**src/sv/aldw_pkg.sv**
```systemverilog
// Shared types, register indexes and reset values for the addressable LED waveform driver.
// Used by every module of the block; depends on nothing else.

package aldw_pkg;

   localparam int unsigned MAX_LEDS_DEFAULT = 256;
   localparam int unsigned PIXEL_BITS       = 24;
   localparam int unsigned CSR_INDEX_W      = 3;
   localparam int unsigned CSR_DATA_W       = 12;
   localparam int unsigned QUEUE_DEPTH      = 2;

   localparam int unsigned BIT_PERIOD_DEFAULT = 1250;
   localparam int unsigned ZERO_DUTY_PERCENT  = 30;
   localparam int unsigned ONE_DUTY_PERCENT   = 70;
   localparam int unsigned LATCH_BITS_DEFAULT = 2;

   localparam logic [11:0] BIT_PERIOD_RESET = 12'(BIT_PERIOD_DEFAULT);
   localparam logic [11:0] ZERO_HIGH_RESET  =
      12'(BIT_PERIOD_DEFAULT * ZERO_DUTY_PERCENT / 100);
   localparam logic [11:0] ONE_HIGH_RESET   =
      12'(BIT_PERIOD_DEFAULT * ONE_DUTY_PERCENT / 100);
   localparam logic [7:0]  LATCH_BITS_RESET = 8'(LATCH_BITS_DEFAULT);

   localparam logic [CSR_INDEX_W-1:0] CSR_LED_COUNT  = 3'd0;
   localparam logic [CSR_INDEX_W-1:0] CSR_BIT_PERIOD = 3'd1;
   localparam logic [CSR_INDEX_W-1:0] CSR_ZERO_HIGH  = 3'd2;
   localparam logic [CSR_INDEX_W-1:0] CSR_ONE_HIGH   = 3'd3;
   localparam logic [CSR_INDEX_W-1:0] CSR_LATCH_BITS = 3'd4;

   typedef enum logic [1:0] {
      OP_TICK = 2'd0,
      OP_SET  = 2'd1,
      OP_FILL = 2'd2,
      OP_SHOW = 2'd3
   } op_type;

   typedef struct packed {
      logic [1:0] mode;
      logic [7:0] led_index;
      logic [7:0] red;
      logic [7:0] green;
      logic [7:0] blue;
   } req_type;

   typedef struct packed {
      logic line;
      logic busy_res;
      logic refused;
   } rsp_type;

   typedef struct packed {
      logic [7:0]  led_count;
      logic [11:0] bit_period_ticks;
      logic [11:0] zero_high_ticks;
      logic [11:0] one_high_ticks;
      logic [7:0]  latch_bits;
   } cfg_type;

   typedef struct packed {
      op_type                op;
      logic [7:0]            led_index;
      logic [PIXEL_BITS-1:0] colour;
   } cmd_type;

   typedef struct packed {
      logic    valid;
      cmd_type cmd;
   } queue_head_type;

   typedef struct packed {
      logic pop;
      logic clearing;
   } back_status_type;

endpackage

```
**src/sv/aldw_front.sv**
```systemverilog
// Request front end: accepts requests, decodes them into commands and queues them.
// Depends on aldw_pkg.

module aldw_front (
   input  logic                        clock,
   input  logic                        reset,
   input  logic                        req_valid,
   output logic                        req_stall,
   input  aldw_pkg::req_type           req_data,
   input  aldw_pkg::back_status_type   status,
   output aldw_pkg::queue_head_type    head
);

   aldw_pkg::cmd_type entry_ff [aldw_pkg::QUEUE_DEPTH];
   logic              wr_ptr_ff;
   logic              wr_ptr_in;
   logic              rd_ptr_ff;
   logic              rd_ptr_in;
   logic [1:0]        count_ff;
   logic [1:0]        count_in;
   logic              push;
   aldw_pkg::cmd_type decoded;

   assign req_stall = (count_ff == 2'(aldw_pkg::QUEUE_DEPTH)) || status.clearing;
   assign push      = req_valid && !req_stall;

   always_comb begin
      decoded.op        = aldw_pkg::op_type'(req_data.mode);
      decoded.led_index = req_data.led_index;
      decoded.colour    = {req_data.green, req_data.red, req_data.blue};
   end

   always_comb begin
      wr_ptr_in = push ? ~wr_ptr_ff : wr_ptr_ff;
      rd_ptr_in = status.pop ? ~rd_ptr_ff : rd_ptr_ff;
      unique case ({push, status.pop})
         2'b10:   count_in = count_ff + 2'd1;
         2'b01:   count_in = count_ff - 2'd1;
         default: count_in = count_ff;
      endcase
   end

   always_ff @(posedge clock) begin
      if (reset) begin
         wr_ptr_ff <= 1'b0;
         rd_ptr_ff <= 1'b0;
         count_ff  <= 2'd0;
      end else begin
         wr_ptr_ff <= wr_ptr_in;
         rd_ptr_ff <= rd_ptr_in;
         count_ff  <= count_in;
      end
      if (push) begin
         entry_ff[wr_ptr_ff] <= decoded;
      end
   end

   assign head.valid = (count_ff != 2'd0);
   assign head.cmd   = entry_ff[rd_ptr_ff];

endmodule

```
**config.mk**
```make
export PLATFORM = sky130hd
export DESIGN_NAME = aldw_front
export DESIGN_NICKNAME = d
export VERILOG_FILES = /design/src/sv/aldw_pkg.sv /design/src/sv/aldw_front.sv
export SDC_FILE = /design/constraint.sdc
export NUM_CORES = 1
export LEC_CHECK = 0
export BUFFER_PORTS_ARGS = -buffer_cell sky130_fd_sc_hd__buf_2
export CAP_MARGIN = 20
export CORE_MARGIN = 4
export CORE_UTILIZATION = 51
export CTS_CLUSTER_SIZE = 24
export DETAILED_ROUTE_END_ITERATION = 8
export GPL_TIMING_DRIVEN = 0
export HOLD_SLACK_MARGIN = 0.08
export PLACE_DENSITY = 0.78
export RECOVER_POWER = 50
export SYNTH_ARGS = -nofsm -noshare
export SYNTH_HDL_FRONTEND = slang
export SYNTH_SLANG_ARGS = --single-unit
```
**constraint.sdc**
```tcl
create_clock -name clock -period 3 [get_ports clock]
set_input_delay 0.15 -clock clock [delete_from_list [all_inputs] [get_ports clock]]
set_output_delay 0.15 -clock clock [all_outputs]
set_load 0.01 [all_outputs]
```
### Yosys cells after proc, flatten, opt, wreduce, memory -nomap -nowiden

Memories as Yosys holds them, arrays and structs flattened. A register that Yosys moved wholly into a read port is not among the register bits.
Cells that the tools add are included.

* register bits after elaboration: 4
* latch bits: 0
* bits in writable memories: 68
* ROM bits: 0
* input bits: 39
* output and inout port bits: 36
* word-level logic and storage cells: 21
* memories kept: 1

* add/sub/neg operators: 2
* multipliers: 0
* divide/modulo/power cells: 0
* order comparisons: 0
* equality and inequality tests: 3
* shift operators: 0
* muxes and demuxes: 5
* bitwise logic cells: 2
* reductions and logical operators: 5

Memories
* entry_ff: depth 2, width 34, rd ports 1, clocked after memory_dff 1, wr ports 1, line aldw_front.sv:14 `aldw_pkg::cmd_type entry_ff [aldw_pkg::QUEUE_DEPTH];`

Operator list (number)
* 2-bit == test (second input constant): 2
* 1-bit 2-to-1 mux: 4
* 2-bit case mux with 2 select lines: 1
* 2-bit nonzero test: 2
* 2-bit by 1-bit adder with 2-bit output (second input constant): 1
* 2-bit by 1-bit == test with 1-bit output (second input constant): 1
* 1-bit NOT: 2
* 2-bit by 1-bit subtractor with 2-bit output (second input constant): 1
* 1-bit logical AND: 1
* 1-bit logical NOT: 1
* 1-bit logical OR: 1

### Longest topological paths before layout

* word-level depth: 6
* mapped depth: 6
* mapped depth without buffers: 6

### Worst setup path before layout

OpenSTA, ideal clock, no wires.

* path kind: reg2reg
* from: register count_ff[0]
* to: memory entry_ff[0][0] (netlist bit), enable pin
* arrival: 2.083 ns
* data required time: 2.575 ns
* setup slack: 0.492 ns
* cell stages (with the launch flop): 4
* buffers on the path: 0
* cell sequence: dfxtp_1 > nand2b_1 > nand3b_1 > nor2_1

* word-level cells in the longest chain between the ends: 6

RTL lines
* start: declaration: line aldw_front.sv:19 `logic [1:0] count_ff;`
* start signal: assignment: line aldw_front.sv:51 `count_ff <= count_in;`
* 2-bit == test: line aldw_front.sv:24 `assign req_stall = (count_ff == 2'(aldw_pkg::QUEUE_DEPTH)) || status.clearing;`
* 1-bit logical OR: line aldw_front.sv:24
* 1-bit logical NOT: line aldw_front.sv:25 `assign push = req_valid && !req_stall;`
* 1-bit logical AND: line aldw_front.sv:25
* 1-bit 2-to-1 mux: line aldw_front.sv:53 `if (push) begin`
* 1-bit 2-to-1 mux (implied by the code): line aldw_front.sv:54 `entry_ff[wr_ptr_ff] <= decoded;`
* end: declaration: line aldw_front.sv:14

Every way passes these cells.

==> qor.yml <==
vdd_ir_drop_max_uv: 380
final_nets: 293
clockBufferDepth: 2
start_util: 0.526
antenna_found_initial: 0
grt_setup_unrepaired: "false"
fin_crit_ns: 1.90
timing_worst_setup_path_type: "reg -> out"
ys_top_cells_by_area: "edfxtp_1 77%, mux2_2 15%, dfxtp_1 3.8%, nor2_1 0.98%, buf_2 0.75%"
worst_pin_slew_ns: 0.477
powerDensity_nw_per_um2: 647
fin_crit_sh: 0.632
setup_tns_ns: 0
final_common_cell: "edfxtp_1"
ys_seq_area_frac: 0.803
endpoint_kind: "output pin"
vias: 1547
finalHoldViolations: 0
cp_data_required_time_ns: 2.85
overflow: 0
cts_htree_levels: 3
grt_pass1_vias: 1661
synth_cells: 131
clk_latency_ns: 0.33
timing.hold.ws_ns: 0.106
cts_resized: 0
syn_nets: 171
setup_viol_count_final: 0
port_buffers: 74
root_buffer: "clkbuf_8"
diodes: 0
die_y_um: 80.3
gp_congestion: 0.669
grt_max_degree: 23
yosysWarnings: 0
cts_tree: "built"
totalWireLength_um: 4970
power_frac_comb: 0.116
max_cap_violations: 0
drive_gt1_frac: 0.395
synthToLayoutAreaGrowth_pct: 41.1
path_max_fanout: 10
grt_pass1_wl_um: 7910
reg2reg_depth: 4
hp-start: "status[1]"
worst_slack_ns: 1.10
status: "finished clean"
synth_top_cell_by_area: "edfxtp_1"
hold_end: "rd_ptr_ff"
cp.arrival_ns: 1.75
cts_setup_buffers: 0
drt_iter0_markers: 67
wl_per_cell_um: 15.1
internal-power_uw: 1950
final_cell_mix: "68 x edfxtp_1, 48 x buf_2, 35 x mux2_2, 35 x dlygate4sd3_1, 29 x clkbuf_1"
coreArea_um2: 5070
synth_seq_cells: 73
p_switching_uw: 488
clk_pin_slew_ns: 0.07
sw_frac_of_total: 0.200
netlist_area_um2: 2670
leakage_uw: 0.00137
dieArea_um2: 6450
die_w_um: 80.3
hpwl_um: 3110
clock_sink_count: 73
cts_buffers: 9
drv_slew: 0
synth_cell_type_count: 16
r2r_slack_ns: 1.22
post-place-ws_ns: 1.20
regToRegStartpoint: "count_ff[0]"
relSlewSlack: 0.681
fillers: 338
grt_usage: 0.169
synth_area_per_cell_um2: 20.4
r2r-end: "entry_ff[1][1]"
finalPower_uw: 2440
start_kind: "flop"
final_core_util: 0.742
p_clk_frac: 0.397
synth.top_cell.area_share: 0.765
viasPerCell: 4.72
drc_errors: 0
antenna_left: 0
pwr-share-seq: 0.487
io_pins: 75
hold_path_class: "in -> reg"
dr.pass1.iters: 3
floorplan.rows: 26
fin_skew_ns: 0.00484
fmax_mhz: 527
hold_depth: 3
==> how the worst max path moves through the flow <==
stage / from / to / slack (ns) / depth (start not counted)
5_1_grt: flop / head[10] / 0.95 / 4
3_5_place_dp: count_ff[0] / entry_ff[1][15] / 1.20 / 4
6_report: flop / head[10] / 1.10 / 4
3_3_place_gp: count_ff[0] / entry_ff[1][15] / -0.34 / 3
4_1_cts: count_ff[0] / entry_ff[1][15] / 1.18 / 4
2_1_floorplan: count_ff[0] / entry_ff[0][0] / 0.49 / 3
==> power groups by stage <==
| stage | logic (µW) | clock network, µW | registers, µW |
|---|---|---|---|
| after floorplan | 144 | 0 | 1210 |
| after global placement | 237 | 0 | 1210 |
| after detailed placement | 256 | 0 | 1210 |
| after CTS | 293 | 981 | 1190 |
| after global routing | 308 | 1040 | 1190 |
| final | 283 | 967 | 1190 |
==> cells in the mapped netlist <==
library cell	n
a21oi_1	1
ha_1	1
nand2b_1	1
nand3b_1	1
or3_1	1
or2_2	1
dfxtp_1	5
nor2_1	7
or2b_1	1
buf_2	4
mux2_2	35
xnor2_1	2
xor2_1	1
inv_1	1
edfxtp_1	68
o21ai_0	1
==> critical path, stage by stage, from the launching register on <==
cell,delay [ns]
dfxtp_1,0.31
clkbuf_1,0.27
buf_2,0.32
mux2_2,0.38
buf_2,0.14
==> timing repair <==
action | 4_1_cts | 5_1_grt
endpoints found under the setup margin | 0 | 0
hold buffers | 35 | 0
endpoints found under the hold margin | 72 | 0
==> routing by layer <==
metal  global-route usage  wire [µm]  vias up
met2                0.300       2740       42
met5                    0          0        -
met1                0.189       1930      746
met4               0.0760         55        0
met3               0.0426        239        6
li1                     -          -      753
==> cell type report <==
class | instances | area (µm²) | share of cell area
timing repair buffer | 111 | 739 | 0.196
tap | 70 | 87.6 | 0.0233
sequential | 73 | 2140 | 0.569
inverter | 1 | 3.75 | 0.000997
multi-input combinational | 53 | 518 | 0.138
clock buffer | 9 | 124 | 0.0329
clock inverter | 7 | 133 | 0.0352
buffer | 4 | 18.8 | 0.00498
==> registers in the layout, indices dropped and copies added, names as in the netlist, named ones only <==
| register | cells |
|---|---|
| entry_ff | 68 |
| count_ff | 2 |
| rd_ptr_ff | 1 |
| wr_ptr_ff | 1 |
==> per-stage QoR <==
stage | area [µm²] | instances
5_1_grt | 3770 | 328
2_1_floorplan | 2670 | 131
6_report | 3770 | 328
3_5_place_dp | 3200 | 277
4_1_cts | 3800 | 328
3_3_place_gp | 3130 | 275
==> cell families (layout without fill, tap and decap cells) <==
group                      after synthesis  after routing  share of synthesized area
DFF                                     73             73                      0.803
muxes                                   35             35                      0.148
and+or+nand+nor                         12             12                     0.0225
buffers and inverters                    5            132                    0.00891
xor gates and xnor gates                 3              3                    0.00985
AOI/OAI and AO/OA                        2              2                    0.00375
adders and majority gates                1              1                    0.00469
Power figures use the tool's default switching activity.
