## src/sv/aldw_pkg.sv

```systemverilog
// Shared types, register indexes and reset values for the addressable LED waveform driver.
// Used by every module of the block; depends on nothing else.

package aldw_pkg;

   localparam int unsigned MAX_LEDS_DEFAULT = 256;
   localparam int unsigned PIXEL_BITS       = 24;
   localparam int unsigned CSR_INDEX_W      = 3;
   localparam int unsigned CSR_DATA_W       = 12;
   localparam int unsigned QUEUE_DEPTH      = 2;

   localparam int unsigned BIT_PERIOD_DEFAULT = 1250;
   localparam int unsigned ZERO_DUTY_PERCENT  = 30;
   localparam int unsigned ONE_DUTY_PERCENT   = 70;
   localparam int unsigned LATCH_BITS_DEFAULT = 2;

   localparam logic [11:0] BIT_PERIOD_RESET = 12'(BIT_PERIOD_DEFAULT);
   localparam logic [11:0] ZERO_HIGH_RESET  =
      12'(BIT_PERIOD_DEFAULT * ZERO_DUTY_PERCENT / 100);
   localparam logic [11:0] ONE_HIGH_RESET   =
      12'(BIT_PERIOD_DEFAULT * ONE_DUTY_PERCENT / 100);
   localparam logic [7:0]  LATCH_BITS_RESET = 8'(LATCH_BITS_DEFAULT);

   localparam logic [CSR_INDEX_W-1:0] CSR_LED_COUNT  = 3'd0;
   localparam logic [CSR_INDEX_W-1:0] CSR_BIT_PERIOD = 3'd1;
   localparam logic [CSR_INDEX_W-1:0] CSR_ZERO_HIGH  = 3'd2;
   localparam logic [CSR_INDEX_W-1:0] CSR_ONE_HIGH   = 3'd3;
   localparam logic [CSR_INDEX_W-1:0] CSR_LATCH_BITS = 3'd4;

   typedef enum logic [1:0] {
      OP_TICK = 2'd0,
      OP_SET  = 2'd1,
      OP_FILL = 2'd2,
      OP_SHOW = 2'd3
   } op_type;

   typedef struct packed {
      logic [1:0] mode;
      logic [7:0] led_index;
      logic [7:0] red;
      logic [7:0] green;
      logic [7:0] blue;
   } req_type;

   typedef struct packed {
      logic line;
      logic busy_res;
      logic refused;
   } rsp_type;

   typedef struct packed {
      logic [7:0]  led_count;
      logic [11:0] bit_period_ticks;
      logic [11:0] zero_high_ticks;
      logic [11:0] one_high_ticks;
      logic [7:0]  latch_bits;
   } cfg_type;

   typedef struct packed {
      op_type                op;
      logic [7:0]            led_index;
      logic [PIXEL_BITS-1:0] colour;
   } cmd_type;

   typedef struct packed {
      logic    valid;
      cmd_type cmd;
   } queue_head_type;

   typedef struct packed {
      logic pop;
      logic clearing;
   } back_status_type;

endpackage

```

## src/sv/aldw_csr.sv

```systemverilog
// Configuration registers of the LED waveform driver with their reset values.
// Depends on aldw_pkg.

module aldw_csr (
   input  logic                               clock,
   input  logic                               reset,
   input  logic                               csr_we,
   input  logic [aldw_pkg::CSR_INDEX_W-1:0]   csr_index,
   input  logic [aldw_pkg::CSR_DATA_W-1:0]    csr_wdata,
   output aldw_pkg::cfg_type                  cfg
);

   aldw_pkg::cfg_type cfg_ff;
   aldw_pkg::cfg_type cfg_in;

   always_comb begin
      cfg_in = cfg_ff;
      if (csr_we) begin
         unique case (csr_index)
            aldw_pkg::CSR_LED_COUNT:  cfg_in.led_count        = csr_wdata[7:0];
            aldw_pkg::CSR_BIT_PERIOD: cfg_in.bit_period_ticks = csr_wdata;
            aldw_pkg::CSR_ZERO_HIGH:  cfg_in.zero_high_ticks  = csr_wdata;
            aldw_pkg::CSR_ONE_HIGH:   cfg_in.one_high_ticks   = csr_wdata;
            aldw_pkg::CSR_LATCH_BITS: cfg_in.latch_bits       = csr_wdata[7:0];
            default:                  cfg_in                  = cfg_ff;
         endcase
      end
   end

   always_ff @(posedge clock) begin
      if (reset) begin
         cfg_ff.led_count        <= 8'd0;
         cfg_ff.bit_period_ticks <= aldw_pkg::BIT_PERIOD_RESET;
         cfg_ff.zero_high_ticks  <= aldw_pkg::ZERO_HIGH_RESET;
         cfg_ff.one_high_ticks   <= aldw_pkg::ONE_HIGH_RESET;
         cfg_ff.latch_bits       <= aldw_pkg::LATCH_BITS_RESET;
      end else begin
         cfg_ff <= cfg_in;
      end
   end

   assign cfg = cfg_ff;

endmodule

```

## config.mk

```make
export PLATFORM = sky130hd
export DESIGN_NAME = aldw_csr
export DESIGN_NICKNAME = d
export VERILOG_FILES = /design/src/sv/aldw_pkg.sv /design/src/sv/aldw_csr.sv
export SDC_FILE = /design/constraint.sdc
export NUM_CORES = 1
export LEC_CHECK = 0
export BUFFER_PORTS_ARGS = -buffer_cell sky130_fd_sc_hd__buf_2
export CAP_MARGIN = 40
export CORE_MARGIN = 1
export CORE_UTILIZATION = 49
export CTS_BUF_LIST = sky130_fd_sc_hd__clkbuf_2 sky130_fd_sc_hd__clkbuf_4 sky130_fd_sc_hd__clkbuf_8
export DETAILED_ROUTE_END_ITERATION = 12
export PLACE_DENSITY_LB_ADDON = 0.15
export SETUP_SLACK_MARGIN = 0.5
export SKIP_LAST_GASP = 1
export SLEW_MARGIN = 5
export SYNTH_ARGS = -nofsm -noshare
export SYNTH_HDL_FRONTEND = slang
export SYNTH_SLANG_ARGS = --single-unit
```

## constraint.sdc

```tcl
create_clock -name clock -period 3.05 [get_ports clock]
set_input_delay 0.61 -clock clock [delete_from_list [all_inputs] [get_ports clock]]
set_output_delay 0.61 -clock clock [all_outputs]
set_load 0.02 [all_outputs]
```

; ---- After elaboration in Yosys (flattened, before gate mapping)
; Cells that the tools add are included.
; W data, S select, Z words.
[word_totals]
latch_bits = 0
input_bits = 18
mem_bits_rw = 0
rom_bits = 0
out_inout_bits = 52
n_memories = 0
reg_bits = 52
[classes]
div = 0
n_bitwise = 0
reduce_logical = 6
n_eq_ne = 4
n_shift = 0
n_lt_le_gt_ge = 0
multipliers = 0
n_addsub = 0
mux = 0
[ops]
columns = cell, count
row1 = $reduce_and A2 Y1, 5
row2 = $eq A3 B2 Y1 const B, 2
row3 = $eq A3 B1 Y1 const B, 1
row4 = $eq A3 B3 Y1 const B, 1
row5 = $logic_not A3 Y1, 1

; ---- Longest topological paths before layout
; Gate-level depths: netlist of the first run.
[depth]
ltp_word = 2
mapped_depth = 4
depth_no_buf = 2

; ---- Worst setup path after synthesis of the first run
; No wires, ideal clock.
[synth_path]
kind = in2reg
from = input csr_index[0] in the netlist's numbering
to = register cfg_ff (netlist bit cfg[46])
path_buffers = 1
path_stages = 3
t_arrival_ps = 1399
setup_slack_ps = 1530
path_cell_list = or4b_1 > buf_6 > mux2i_1
[synth_via]
elab_chain_cells = 2
[synth_lines]
columns = element, line
row1 = start: declaration, aldw_csr.sv:8  ; input logic [aldw_pkg::CSR_INDEX_W-1:0] csr_index,
row2 = $logic_not A3 Y1, aldw_csr.sv:19  ; unique case (csr_index)
row3 = $reduce_and A2 Y1 (no source line), --
row4 = end signal: assignment, aldw_csr.sv:38  ; cfg_ff <= cfg_in;
row5 = end: declaration, aldw_csr.sv:13  ; aldw_pkg::cfg_type cfg_ff;
; No other way between the ends.
; A chain may end at the register's enable or synchronous reset.

; ---- Final worst setup path of the first run
[layout_path]
from = input csr_index[2] in the netlist's numbering
to = register cfg_ff (netlist bit cfg[18])
[layout_via]
elab_chain_cells = 2
[layout_lines]
columns = element, line
row1 = $eq A3 B2 Y1, aldw_csr.sv:19
row2 = $reduce_and A2 Y1 (no source line), --
; No other way between the ends.

==> results by stage, run 1 <==
Layout:
- The final layout contains 283 nets.
- The post-layout utilization of the core is between 60% and 70%.
- The sequential cell area in the final layout is around 1000 um2.
- The fill cell instance count of the final layout is 355.
- The number of flip-flops in the largest register is 52.
- The diode insertion count for antenna repair is 0.
- Summing all multi-input logic gate instances after layout gives 1000 um2.
- The share of post-route cells with drive strength above 1 is 30.8%.
- Compared with the post-synthesis result, the final layout area differs by 21.3%.

Clock tree:
- For this design, the CTS-stage hold fixing added 0 buffers.
- The clock tree root buffer cell is sky130_fd_sc_hd__clkbuf_8.
- The deepest clock path buffer count is 2.
- After clock tree synthesis, the clock-pin slew on the worst setup and hold paths is 0.08 ns.
- The clock latency at the later pin of the worst-skew pair is 0.30 ns.
- The number of setup buffers added after CTS is 0.
- The number of resized instances in the post-cts repair step is 0.
- The clock tree from TritonCTS is yes.
- The number of buffers created by CTS is 5.
- The H-tree was split into 2 levels.
- The clock drives 52 sinks.

Power:
- The combinational share of power is 9.8%.
- The peak supply drop is between 0.3 and 0.4 mV.
- Internal power comes to between 900 and 1000 uW.
- In this run the static leakage power is 0.00123 uW.
- The sequential share of power is 57.7%.
- Power comes to 1220 uW.
- The total power divided by cell area is 475 nW/um2.
- In this run, the clock network consumes between 30% and 40% of the power.
- The reported net switching power is 291 uW.
- Net switching is about a quarter of the power.

Setup path:
- The setup check on the worst reg-to-reg path leaves a slack of 2.41 ns.
- The worst register-to-register path has a depth of 2.
- For the worst setup path, the data required time is 3.27 ns.
- The category of the most critical setup path is primary input to flip-flop.
- The origin of the critical flop-to-flop path is cfg[23]$_SDFFE_PP0P_.
- Of all nets on the critical path, the largest fanout is 10.
- The endpoint of the lowest-slack register-to-register path is cfg[23]$_SDFFE_PP0P_.
- STA classifies the critical path startpoint as a primary input.
- Data on the critical path arrives at its endpoint at 1.76 ns.
- The capturing element type of the critical path is a flip-flop.

Logic synthesis:
- Counting flops and latches in the post-synthesis netlist gives 52.
- Among all flip-flop cells after synthesis, the most frequent one is sky130_fd_sc_hd__dfxtp_1.
- The number of instances in the synthesized netlist is 201.
- After synthesis the cells add up to approximately 2100 um2.
- For this run, the register share of the synthesized area comes to 49.4%.
- The synthesized design spends more area on one cell type than any other, namely sky130_fd_sc_hd__dfxtp_1.
- The synthesized netlist contains 13 unique library cells.
- After synthesis, the cell types taking the most area are sky130_fd_sc_hd__dfxtp_1 (49%), sky130_fd_sc_hd__mux2i_1 (25%), sky130_fd_sc_hd__nand2b_1 (13%).
- Summed over its instances, the top area cell type makes up 49.4% of the synthesized netlist area.
- The net count of the mapped netlist is 219.
- The synthesized design contains 0 enable-type register cells.
- The mean post-synth cell area is 10.5 um2.
- The count of warnings emitted by yosys is 0.
- The share of flip-flops with an asynchronous set or reset after synthesis is 0%.
- By count the netlist is led by sky130_fd_sc_hd__dfxtp_1 (52), sky130_fd_sc_hd__mux2i_1 (52), sky130_fd_sc_hd__nand2b_1 (44).

Route:
- The average vias per placed instance is 4.95.
- The average wire per standard cell is 13.3 um.
- In this run, the number of DRC markers left after iteration 0 of detailed routing was 66.
- The antenna violation net count after detailed routing is 0.
- The detailed-routing iteration count for the pre-antenna-repair pass is 3.
- The overall routed net length is 4200 um.
- The remaining routing DRC violations is 0.
- The number of vias after detailed routing is about 1600.

Timing:
- The final cycle utilization of the critical path is 50.5%.
- The transition time of the tightest slew-check pin is 0.735 ns.
- The number of pins exceeding their max-slew limit in the final report came to 0.
- The hold violation total from the final report is 0.
- The minimum clock period is 1.54 ns.
- The worst setup margin is approximately 1.5 ns.
- In the final timing run, aggregate negative setup slack is 0 ns.
- On the final layout, the worst clock skew is 0 ns.
- The worst pin sits at a relative slew slack of 50.8%.
- Setup violations remaining at the end of the flow were counted as 0.
- Setup repair after global routing left no endpoint under its margin.
- The achievable clock frequency is ~0.65 GHz.

Placed design:
- The count of input and output buffers is about 70.
- The final weighted congestion of routability-driven global placement is 0.837.
- Prior to clock tree synthesis, the placed netlist has a worst setup slack of between 1 and 1.5 ns.
- The placed wire-length estimate after detailed placement is 3030 um.

Global route:
- The first global-routing pass estimated 6550 um of wire.
- Entering global routing, the biggest net connects 50 pins.
- The via count of the first global-routing pass is 1385.
- Global routing finished with a remaining overflow of 0.
- The initial antenna violation count is 0.
- Across every metal layer, demand over resource in global routing totals 19.9%.

Worst hold path:
- The path with the worst hold slack has its endpoint at cfg[6]$_SDFFE_PP0P_.
- The cell depth of the worst hold path is 2.
- The type of the most critical hold path is flip-flop to flip-flop.
- The startpoint of the most critical hold path is cfg[6]$_SDFFE_PP0P_.

Floorplanning:
- From left edge to right edge, the die measures slightly below 70 um.
- The placeable core region is 4060 um2.
- For this design the top-level I/O count stands at 70.
- In this run the vertical extent of the chip is 67.6 um.
- The starting density of the core is 52.0%.
- The floorplan has 23 rows.
- The die outline area is 4570 um2.

Job:
- The max capacitance violation total is 0.

Run status:
- The flow ran to the end, and the final reports show no timing, DRC or antenna violations.
-- how the worst max path moves through the flow --
stage                       from                    to  depth (start not counted)
finish              csr_index[2]  cfg[18]$_SDFFE_PP0P_                          3
global route        csr_index[2]   cfg[8]$_SDFFE_PP1P_                          3
CTS                 csr_index[2]  cfg[18]$_SDFFE_PP0P_                          3
detailed placement  csr_index[2]   cfg[8]$_SDFFE_PP1P_                          3
global placement    csr_index[2]  cfg[13]$_SDFFE_PP1P_                          3
floorplan           csr_index[0]  cfg[46]$_SDFFE_PP0P_                          3
-- logic make-up (layout without fill, tap and decap cells) --
logic type | Yosys count | in the layout | synth area share, %
buf+inv | 14 | 79 | 3.15
flops | 52 | 52 | 49.4
mux | 52 | 52 | 24.7
simple gates | 83 | 83 | 22.8
-- power groups by stage --
stage | clock network [uW] | logic [uW] | registers (uW)
floorplan | 0 | 58.8 | 735
global placement | 0 | 118 | 717
detailed placement | 0 | 119 | 717
CTS | 411 | 120 | 701
global route | 432 | 130 | 703
finish | 396 | 119 | 701
-- per-layer routing --
layer / global-route usage, % / wire [um]
met1: 25.8 / 1990
met2: 30.2 / 1900
met3: 5.74 / 231
met4: 9.04 / 89
met5: 0 / 0
-- placed cells by master (no fill, tap or decap) --
master                      instances
sky130_fd_sc_hd__buf_4              2
sky130_fd_sc_hd__clkbuf_8           6
sky130_fd_sc_hd__nand4bb_1          2
sky130_fd_sc_hd__and4b_1            1
sky130_fd_sc_hd__nand4b_1           1
sky130_fd_sc_hd__or4b_1             1
sky130_fd_sc_hd__clkinv_2           2
sky130_fd_sc_hd__dfxtp_1           52
sky130_fd_sc_hd__nand2b_1          44
sky130_fd_sc_hd__nor2_1            31
sky130_fd_sc_hd__and4bb_2           3
sky130_fd_sc_hd__buf_2             69
sky130_fd_sc_hd__mux2i_1           52
-- layout make-up --
type                       instances  area share (%)
sequential                        52            40.7
timing repair buffer              71            14.1
multi-input combinational        135            39.1
tap                               50            2.45
clock inverter                     2           0.391
clock buffer                       6            3.23
-- stage by stage --
step	hold WS (ns)	cell area (um2)	std cells
detailed placement	0.460	2460	308
global placement	0.460	2460	308
CTS	0.477	2560	316
global route	0.496	2560	316
floorplan	0.546	2110	201
finish	0.475	2560	316
-- critical path: stages --
cell and delay, ns:
sky130_fd_sc_hd__buf_2 0.14, sky130_fd_sc_hd__nand4b_1 0.66, sky130_fd_sc_hd__mux2i_1 0.35
Power figures use the tool's default switching activity.
==> run 2: changes to the inputs <==
--- a/config.mk
+++ b/config.mk
@@ -5,6 +5,7 @@
 export SDC_FILE = /design/constraint.sdc
 export NUM_CORES = 1
 export LEC_CHECK = 0
+export ABC_AREA = 1
 export BUFFER_PORTS_ARGS = -buffer_cell sky130_fd_sc_hd__buf_2
 export CAP_MARGIN = 40
 export CORE_MARGIN = 1
==> constraint.sdc (replaced) <==
create_clock -name clock -period 1.45 [get_ports clock]
set_input_delay 0.29 -clock clock [delete_from_list [all_inputs] [get_ports clock]]
set_output_delay 0.29 -clock clock [all_outputs]
set_load 0.02 [all_outputs]
==> run 2 against run 1 <==
Compared with the run above:
- first-iteration DRC count increased by 120%
- hold slack got worse by 0.28 ns
- highest routed layer unchanged
- combinational power increased to 3.7 times the previous value
- area after synthesis decreased by 2.6%
- via count increased by 32%
- critical path type is now flip-flop to output port
- final area increased by 18%
- sequential cell count unchanged
- register-to-register slack got worse by 1.7 ns
- setup slack got worse by 1.1 ns
- non-clock buffer count increased by 11
- critical path depth decreased by 2
==> results by stage, run 2 <==
Placed design:
- The worst setup timing slack at the placement stage is 0.225 ns.
- Detailed placement finished with a half-perimeter wire length of 3620 um.
- Counting tap cells, the placed design contains a total of 405 instances.
- The final weighted congestion of routability-driven global placement is just over 0.8.
- During placement, the flow inserted port buffers numbering 69.

Timing:
- The hold violation total from the final report is 0.
- The transition time of the tightest slew-check pin is roughly 0.25 ns.
- The headroom to the max-slew limit is 83.6%.
- The minimum clock period is 1.08 ns.
- The number of pins exceeding their max-slew limit in the final report is 0.
- The worst setup margin is 0.374 ns.
- The final cycle utilization of the critical path is about three quarters.
- Setup repair after global routing could not meet its margin everywhere.
- After routing, the total negative slack on setup checks comes to 0 ns.
- Based on the critical path, the design can be clocked at up to 0.930 GHz.
- The final worst hold slack is 0.199 ns.
- Between clock sinks in the finished design, the worst skew comes to 0 ns.
- Setup violations remaining at the end of the flow were counted as 0.

Route:
- After detailed routing, the average wire length per cell comes to 13.2 um.
- In this run the remaining antenna-violating nets after routing total 0.
- Dividing the detail-routed via count by the number of cells gives between 4 and 5.
- Before antenna repair, the detailed router went through 4 iterations.
- The remaining routing DRC violations is 0.
- The routed layout has 2070 vias.
- After the first detailed-routing iteration, the DRC count stood at approximately 150.
- The overall routed net length is 5480 um.

Power:
- The peak supply drop is approximately 0.70 mV.
- The analysis attributes to cell leakage a power of around 0.0014 uW.
- The total power divided by cell area is 978 nW/um2.

Layout:
- After the last flow step, the layout net total stands at 384.
- The number of flip-flops in the largest register is between 50 and 60.
- For this run, the share of the core covered by cells in the final layout is around three quarters.
- The share of post-route cells with drive strength above 1 is a little over two fifths.
- The sequential cell area in the final layout is 1110 um2.
- The layout overhead on the synthesized area is 47.0%.
- Summing all multi-input logic gate instances after layout gives 887 um2.
- The layout has ~310 filler cells.
- The top cell types in the final layout, fill and taps aside, are sky130_fd_sc_hd__nand2_1 (76), sky130_fd_sc_hd__nor2_1 (64), sky130_fd_sc_hd__nand3_1 (52), sky130_fd_sc_hd__dfxtp_2 (52), sky130_fd_sc_hd__buf_6 (52).
- The diode insertion count for antenna repair is 0.
- Leaving out fill and tap cells, the most frequent cell in the layout is sky130_fd_sc_hd__nand2_1.
- The count of placed standard cells in the final layout, fillers left out is 417.

Run status:
- The run finished with clean final reports.

Setup path:
- The signal on the critical path passes through buf_6.
- The delay contributed by the slowest stage of the critical path is 0.36 ns.
- The setup check on the worst reg-to-reg path leaves a slack of 0.74 ns.
- The cell with the largest stage delay on the worst path is sky130_fd_sc_hd__dfxtp_2.
- For the worst flop-to-flop path, the logic depth is 3.
- The critical path buffer and inverter count is 1.
- Tracing the worst setup path back leads to its startpoint at cfg[13]$_SDFFE_PP1P_.
- The end point of the critical path is cfg[13].
- The worst setup path is launched from a flip-flop.
- The capturing element type of the critical path is an output port.
- The origin of the critical flop-to-flop path is cfg[30]$_SDFFE_PP0P_.
- The largest fanout on the critical path is 2.
- For the worst setup path, the data required time is about 1.2 ns.
- The worst setup path is of the flip-flop to output port kind.
- In this run the critical register-to-register path is captured at cfg[30]$_SDFFE_PP0P_.
- The arrival time of data at the critical path endpoint is 0.79 ns.
- The family of cells with the greatest summed delay on the critical path is flip-flops.
- In this run the number of cells on the critical path is 1.

Logic synthesis:
- Synthesis produced 288 cells.
- The synthesized design contains 0 enable-type register cells.
- The share of flip-flops with an asynchronous set or reset after synthesis is 0%.
- The number of library cell types mapped by synthesis is 13.
- Among all cell types in the netlist, the one instantiated most often is sky130_fd_sc_hd__nand2_1.
- When the netlist entered floorplanning its net count stood at 306.
- During synthesis, Yosys emitted a total of 0 warnings.
- The sequential fraction of the synthesis area is 50.7%.
- The most used flip-flop cell after synthesis is sky130_fd_sc_hd__dfxtp_1.
- Summed over its instances, the top area cell type makes up 50.7% of the synthesized netlist area.
- The combined area of all synthesized cells is 2050 um2.
- Ranked by instance count, the synthesized netlist is headed by sky130_fd_sc_hd__nand2_1 (79), sky130_fd_sc_hd__nor2_1 (65), sky130_fd_sc_hd__dfxtp_1 (52), sky130_fd_sc_hd__nand3_1 (52), sky130_fd_sc_hd__inv_1 (17).
- Sorting the synthesized cells by area gives the leading types as sky130_fd_sc_hd__dfxtp_1 (51%), sky130_fd_sc_hd__nand2_1 (14%), sky130_fd_sc_hd__nand3_1 (13%).
- The mean post-synth cell area is 7.13 um2.
- The biggest area contributor in the post-synthesis netlist is sky130_fd_sc_hd__dfxtp_1.
- Synthesis inferred 52 register bits.

Floorplanning:
- The placeable core region is 4000 um2.
- The die boundary height is 66.7 um.
- The number of rows created at floorplan is 23.
- For this configuration, the core starts out at a cell density of 51.3%.
- The die covers 4450 um2.
- The floorplan step set the die width to 66.7 um.
- The number of primary I/O pins is 70.

Clock tree:
- The number of H-tree branching levels is 2.
- The clock tree from TritonCTS is yes.
- The clock latency at the later pin of the worst-skew pair is about 0.3 ns.
- The clock-pin slew reported for the worst setup and hold paths after clock tree synthesis is roughly 0.090 ns.
- The cell sitting at the root of the clock tree is a sky130_fd_sc_hd__clkbuf_8.
- Clock tree synthesis found a total of 52 sinks.
- The number of buffers created by CTS is 5.
- The deepest clock path buffer count is 2.
- The number of hold buffers added after CTS was 0.

Global route:
- The wire length of the first global-routing pass is between 8000 and 9000 um.
- Entering global routing, the biggest net connects 53 pins.
- The via count of the first global-routing pass came to about 1900.
- The initial antenna violation count is 0.
- The final global-route overflow total is 0.
- The overall routing resource usage is 26.0%.

Worst hold path:
- The min-delay analysis places its worst path in the category primary input to flip-flop.

Job:
- The max capacitance violation total is 0.
==> run 2: cell count changes in the layout (fill, tap and decap cells not counted), moves of 33 or more <==
cell and change:
sky130_fd_sc_hd__buf_2 -52, sky130_fd_sc_hd__buf_6 +52, sky130_fd_sc_hd__nor2_1 +33, sky130_fd_sc_hd__dfxtp_1 -52, sky130_fd_sc_hd__mux2i_1 -52, sky130_fd_sc_hd__nand2_1 +76, sky130_fd_sc_hd__nand2b_1 -44, sky130_fd_sc_hd__dfxtp_2 +52
sky130_fd_sc_hd__nand3_1 +52
==> run 2: routing by layer <==
metal	wire, um	track usage, %
met1	2280	31.2
met2	2790	43.3
met3	305	5.48
met4	110	13.6
met5	0	0
==> run 2: area by class of cell <==
type / instances / area share (%)
Clock inverter: 2 / 1.16
Timing Repair Buffer: 82 / 25.9
Tap cell: 50 / 2.07
Clock buffer: 6 / 2.53
Inverter: 19 / 2.36
Multi-Input combinational cell: 206 / 29.4
Sequential cell: 52 / 36.6
==> run 2: logic make-up after synthesis <==
group	count (synthesis)	share of synthesized area, %
AO/OA/AOI/OAI	1	0.244
buffers and inverters	30	6.58
flip-flops	52	50.7
AND/OR/NAND/NOR	205	42.5
==> run 2: worst min path at each step <==
stage / from / endpoint / cells after the start
after floorplan: csr_wdata[0] / cfg[20]$_SDFFE_PP1P_ / 2
after global placement: cfg[14]$_SDFFE_PP1P_ / cfg[14]$_SDFFE_PP1P_ / 2
after detailed placement: cfg[14]$_SDFFE_PP1P_ / cfg[14]$_SDFFE_PP1P_ / 2
after CTS: csr_wdata[4] / cfg[24]$_SDFFE_PP1P_ / 3
after global routing: csr_wdata[4] / cfg[24]$_SDFFE_PP1P_ / 3
final: csr_wdata[4] / cfg[24]$_SDFFE_PP1P_ / 3
==> run 2: through the flow <==
| stage | instance area [um2] | total power [uW] |
|---|---|---|
| finish | 3020 | 2950 |
| detailed placement | 2480 | 1910 |
| global placement | 2480 | 1900 |
| floorplan | 2060 | 1770 |
| global route | 3020 | 3070 |
| CTS | 3000 | 2970 |
==> run 2: where the power goes <==
group	internal (uW)	switching [uW]	total, uW
logic	187	256	442
clock network	531	456	987
registers	1490	37.4	1520
total	2210	749	2950
==> run 2: what timing repair did <==
item,in CTS,in global routing
resized for setup,156,3
buffers inserted,2,2
pin swaps,0,1
setup endpoints to repair,52,70
==> run 3: changes to the inputs <==
==> constraint.sdc (replaced) <==
create_clock -name clock -period 1.11 [get_ports clock]
set_input_delay 0.222 -clock clock [delete_from_list [all_inputs] [get_ports clock]]
set_output_delay 0.222 -clock clock [all_outputs]
set_load 0.02 [all_outputs]
==> run 3 against run 2 <==
Compared with the run above:
- the run now fails in global routing
- synthesized cell count unchanged
- area after synthesis did not move
==> results by stage, run 3 <==
Run status:
- The stage where the flow stopped is global routing.
- The first error in the log reads "[ERROR DPL-0038] Utilization greater than 100%, impossible to legalize".
- The flow did not finish.

Clock tree:
- The deepest clock path buffer count is 2.
- The clock tree root buffer cell is sky130_fd_sc_hd__clkbuf_8.
- The number of H-tree branching levels is 2.
- The clock drives 52 sinks.
- The number of buffers created by CTS is 5.
- The number of buffers added to fix hold violations after cts is 0.

Logic synthesis:
- The number of synthesized flops with an enable pin is 0.
- The net count of the mapped netlist is just over 300.
- For this run, the leading register cell type out of synthesis is sky130_fd_sc_hd__dfxtp_1.
- The share of synthesized area in the top cell type comes to slightly above 50%.
- The count of warnings emitted by yosys is 0.
- The biggest area contributor in the post-synthesis netlist is sky130_fd_sc_hd__dfxtp_1.
- In the synthesized netlist the async set-or-reset flop fraction comes to 0%.
- The commonest cells after synthesis are sky130_fd_sc_hd__nand2_1 (79), sky130_fd_sc_hd__nor2_1 (65), sky130_fd_sc_hd__dfxtp_1 (52), sky130_fd_sc_hd__nand3_1 (52), sky130_fd_sc_hd__inv_1 (17).
- The sequential fraction of the synthesis area is 50.7%.
- The most instantiated library cell after synthesis is sky130_fd_sc_hd__nand2_1.
- The combined area of all synthesized cells is 2050 um2.
- Each instance of the synthesized netlist takes up on average 7.13 um2.
- The number of library cell types mapped by synthesis is 13.
- After synthesis, the cell types taking the most area are sky130_fd_sc_hd__dfxtp_1 (51%), sky130_fd_sc_hd__nand2_1 (14%), sky130_fd_sc_hd__nand3_1 (13%).
- The number of instances in the synthesized netlist is 288.
- The flop and latch count out of synthesis is 52.

Placed design:
- The final weighted congestion of routability-driven global placement is 0.787.
- Counting tap cells, the placed design contains a total of between 400 and 500 instances.
- Once detailed placement completed, the half-perimeter wirelength came to 3820 um.
- Buffers placed on the I/O ports in this run total 69.

Floorplanning:
- The die outline width is 66.7 um.
- In this run the vertical extent of the chip is between 60 and 70 um.
- The number of primary I/O pins is 70.
- The initial utilization of the core area, before any placement, comes to 51.3%.
- The initialized floorplan defines 23 standard-cell rows.

Timing:
- The classification of the worst endpoint is an output port.
- When the last timing repair stopped, the worst path ended at cfg[40].

Global route:
- Entering global routing, the biggest net connects 28 pins.
## run 3: cell counts after synthesis
No cell type changed its count.
## run 3: repair_timing
item / 4_1_cts
gates resized for setup: 191
pin swaps: 50
setup endpoints to repair: 104
buffers inserted: 14
cloned: 4
## run 3: through the flow
stage	hold slack [ns]	setup slack (ns)	cell area, um2	setup TNS [ns]	util [%]
after floorplan	0.335	0.237	2250	0	-
after global placement	0.427	0.00705	2780	0	69.6
after detailed placement	0.429	-0.0229	2780	-0.0601	69.6
after CTS	0.138	0.108	3750	0	93.7
## run 3: cells by family after synthesis
group           synth area share, %
buf+inv                        6.58
flops                          50.7
compound gates                0.244
simple gates                   42.5
==> run 4: changes to the inputs <==
--- a/config.mk
+++ b/config.mk
@@ -9,11 +9,9 @@
 export BUFFER_PORTS_ARGS = -buffer_cell sky130_fd_sc_hd__buf_2
 export CAP_MARGIN = 40
 export CORE_MARGIN = 1
-export CORE_UTILIZATION = 49
-export CTS_BUF_LIST = sky130_fd_sc_hd__clkbuf_2 sky130_fd_sc_hd__clkbuf_4 sky130_fd_sc_hd__clkbuf_8
+export CORE_UTILIZATION = 34
 export DETAILED_ROUTE_END_ITERATION = 12
 export PLACE_DENSITY_LB_ADDON = 0.15
-export SETUP_SLACK_MARGIN = 0.5
 export SKIP_LAST_GASP = 1
 export SLEW_MARGIN = 5
 export SYNTH_ARGS = -nofsm -noshare
==> run 4 against run 3 <==
Compared with the run above:
- the run now ends clean
==> results by stage, run 4 (same netlist as run 2, synthesis figures left out) <==
Run status:
- The run finished with clean final reports.

Timing:
- At the pin with the least slew margin, the transition time is 0.547 ns.
- The worst path uses 94.9% of the clock period.
- The headroom to the max-slew limit is 63.5%.
- The achievable clock frequency is 0.949 GHz.
- The worst path in the final design needs a cycle of 1.05 ns, including I/O delays and setup.
- The worst setup margin is 0.0562 ns.
- The setup skew after layout is 0 ns.
- The hold violation total from the final report came to 0.
- The tightest hold path in the finished design has a slack of between 0.1 and 0.15 ns.
- The count of endpoints failing setup in the final report is 0.
- The number of pins exceeding their max-slew limit in the final report is 0.
- Setup repair after global routing left no endpoint under its margin.

Layout:
- The fill cell instance count of the final layout is 627.
- The most common library cell in the layout ignoring fill and taps is sky130_fd_sc_hd__nand2_1.
- The share of post-route cells with drive strength above 1 is 27.2%.
- Leaving out filler cells and counting taps, the final layout contains 439.
- The layout overhead on the synthesized area is 28.7%.
- The diode insertion count for antenna repair is 0.
- The final layout contains 384 nets.
- The number of flip-flops in the largest register is 52.
- The library cells used most frequently in the layout, excluding fill and tap cells, are sky130_fd_sc_hd__nand2_1 (79), sky130_fd_sc_hd__buf_2 (68), sky130_fd_sc_hd__nor2_1 (65), sky130_fd_sc_hd__nand3_1 (52), sky130_fd_sc_hd__dfxtp_1 (52).

Worst hold path:
- The endpoint with the worst hold slack is cfg[24]$_SDFFE_PP1P_.
- The startpoint of the most critical hold path is csr_wdata[4].
- The cell depth of the worst hold path is 3.
- The type of the most critical hold path is primary input to flip-flop.

Clock tree:
- TritonCTS built the clock tree.
- The clock tree synthesis step divided the H-tree into 2 levels.
- In this run the clock root is driven by a sky130_fd_sc_hd__clkbuf_8.
- The deepest clock path buffer count is 2.
- The post-CTS setup buffer count is 0.
- At the later pin of the worst-skew pair, clock insertion delay measures approximately 0.3 ns.
- The tree built by TritonCTS fans out to 52 sinks.
- The number of resized instances in the post-cts repair step is 0.
- The number of clock buffers added by TritonCTS is 5.
- The clock-pin slew reported for the worst setup and hold paths after clock tree synthesis is 0.09 ns.
- For this design, the CTS-stage hold fixing added 0 buffers.

Placed design:
- At the end of routability-driven placement, the weighted congestion stood at 0.806.
- The placed wire-length estimate after detailed placement is between 3000 and 4000 um.
- The count of input and output buffers is a little under 70.
- Timing analysis after detailed placement gives a worst setup slack of -0.132 ns.
- The number of instances in the placed design is 431.

Global route:
- The via count of the first global-routing pass was 1806.
- For this run, the total global-route usage over all layers was measured as 17.9%.
- The initial antenna violation count is 0.
- The pin count of the biggest net entering global routing is 27.
- The wire length of the first global-routing pass is 8630 um.
- After global routing the overflow that remains totals 0.

Route:
- The highest routing layer actually used is met4.
- Detailed routing inserted a total of 1968 vias.
- In the final routing, the length of wire on met1 measures 2600 um.
- Wire segments on met3 add up to 233 um in the final route.
- The remaining routing DRC violations is 0.
- In the detailed route, the total length drawn on met2 is ~2500 um.
- The detailed router finished its first iteration with 63 violations.
- The average vias per placed instance is 4.48.
- The detail route stage leaves a number of antenna-violating nets equal to 0.
- The average wire per standard cell is 12.3 um.
- The detailed-routing iteration count for the pre-antenna-repair pass is 4.
- The overall routed net length is between 5000 and 6000 um.

Setup path:
- Counting both buffers and inverters, the worst setup path holds a total of 1.
- The internal reg-to-reg setup slack is around 0.52 ns.
- The worst reg-to-reg path cell count is 2.
- The launching element type of the critical path is a flip-flop.
- Traced cell by cell, the critical path runs through buf_2.
- The delay contributed by the slowest stage of the critical path is 0.36 ns.
- The worst setup path is of the flip-flop to output port kind.
- The required time of the critical path is 0.89 ns.
- In this run the number of cells on the critical path is 1.
- The family of cells with the greatest summed delay on the critical path is flip-flops.
- The worst register-to-register path begins at cfg[32]$_SDFFE_PP0P_.
- Along the worst path, the maximum fanout reaches 2.
- The endpoint of the lowest-slack register-to-register path is cfg[32]$_SDFFE_PP0P_.
- For the worst setup path, the data arrival time is 0.83 ns.
- The largest individual stage delay along the critical path comes from the cell sky130_fd_sc_hd__dfxtp_1.
- STA classifies the critical path endpoint as an output port.

Power:
- The peak supply drop is 0.479 mV.
- The analysis attributes to cell leakage a power of 0.00134 uW.
- The total power divided by cell area is 1350 nW/um2.

Floorplanning:
- The floorplan has 27 rows.
- The die boundary height is 79.7 um.
- The die covers ~6400 um2.
- Pin placement for this block handled 70 I/O pins.
- The die outline width is 79.7 um.
- The starting density of the core is a little over a third.
- The region available for standard cell placement spans 5680 um2.

Job:
- Max-cap violations in this run came to 0.
==> run 4: final cells by class <==
type                            count  area (um2)  share of cell area, %
Tap cell                           72        90.1                   3.41
Timing Repair Buffer               82         470                   17.8
Multi-Input combinational cell    206         877                   33.2
Clock inverter                      2        10.0                  0.379
Clock buffer                        6        82.6                   3.13
Inverter                           19        71.3                   2.70
Sequential cell                    52        1040                   39.4
==> run 4: worst max-delay path by stage <==
| stage | startpoint | to | slack, ns |
|---|---|---|---|
| final | cfg[43]$_SDFFE_PP0P_ | cfg[43] | 0.06 |
| after global routing | cfg[31]$_SDFFE_PP0P_ | cfg[31] | 0.01 |
| after CTS | cfg[32]$_SDFFE_PP0P_ | cfg[32] | 0.03 |
| after detailed placement | csr_index[2] | cfg[26]$_SDFFE_PP1P_ | -0.13 |
| after global placement | csr_index[2] | cfg[25]$_SDFFE_PP1P_ | -0.11 |
| after floorplan | csr_index[0] | cfg[0]$_SDFFE_PP0P_ | 0.17 |
==> run 4: worst register-to-register path, stage by stage (launching register included) <==
cell and delay (ns):
sky130_fd_sc_hd__dfxtp_1 0.37, sky130_fd_sc_hd__nor2_1 0.06, sky130_fd_sc_hd__nor2_1 0.11
==> run 4: power by group <==
| part | internal (uW) | switching [uW] |
|---|---|---|
| Clock | 499 | 596 |
| Combinational | 180 | 331 |
| Sequential | 1930 | 31.7 |
==> run 4: layer usage <==
metal	track usage [%]	vias up
met1	23.4	860
li1	-	1051
met4	7.45	0
met5	0	-
met3	2.51	7
met2	29.3	50
==> run 4: stage by stage <==
step	power (uW)	util [%]	area, um2	TNS (ns)
final	3570	46.6	2640	0
after global routing	3790	46.6	2640	0
after CTS	3630	46.5	2640	0
after detailed placement	2520	44.9	2550	-3.24
after global placement	2520	44.9	2550	-2.61
after floorplan	2310	-	2050	0
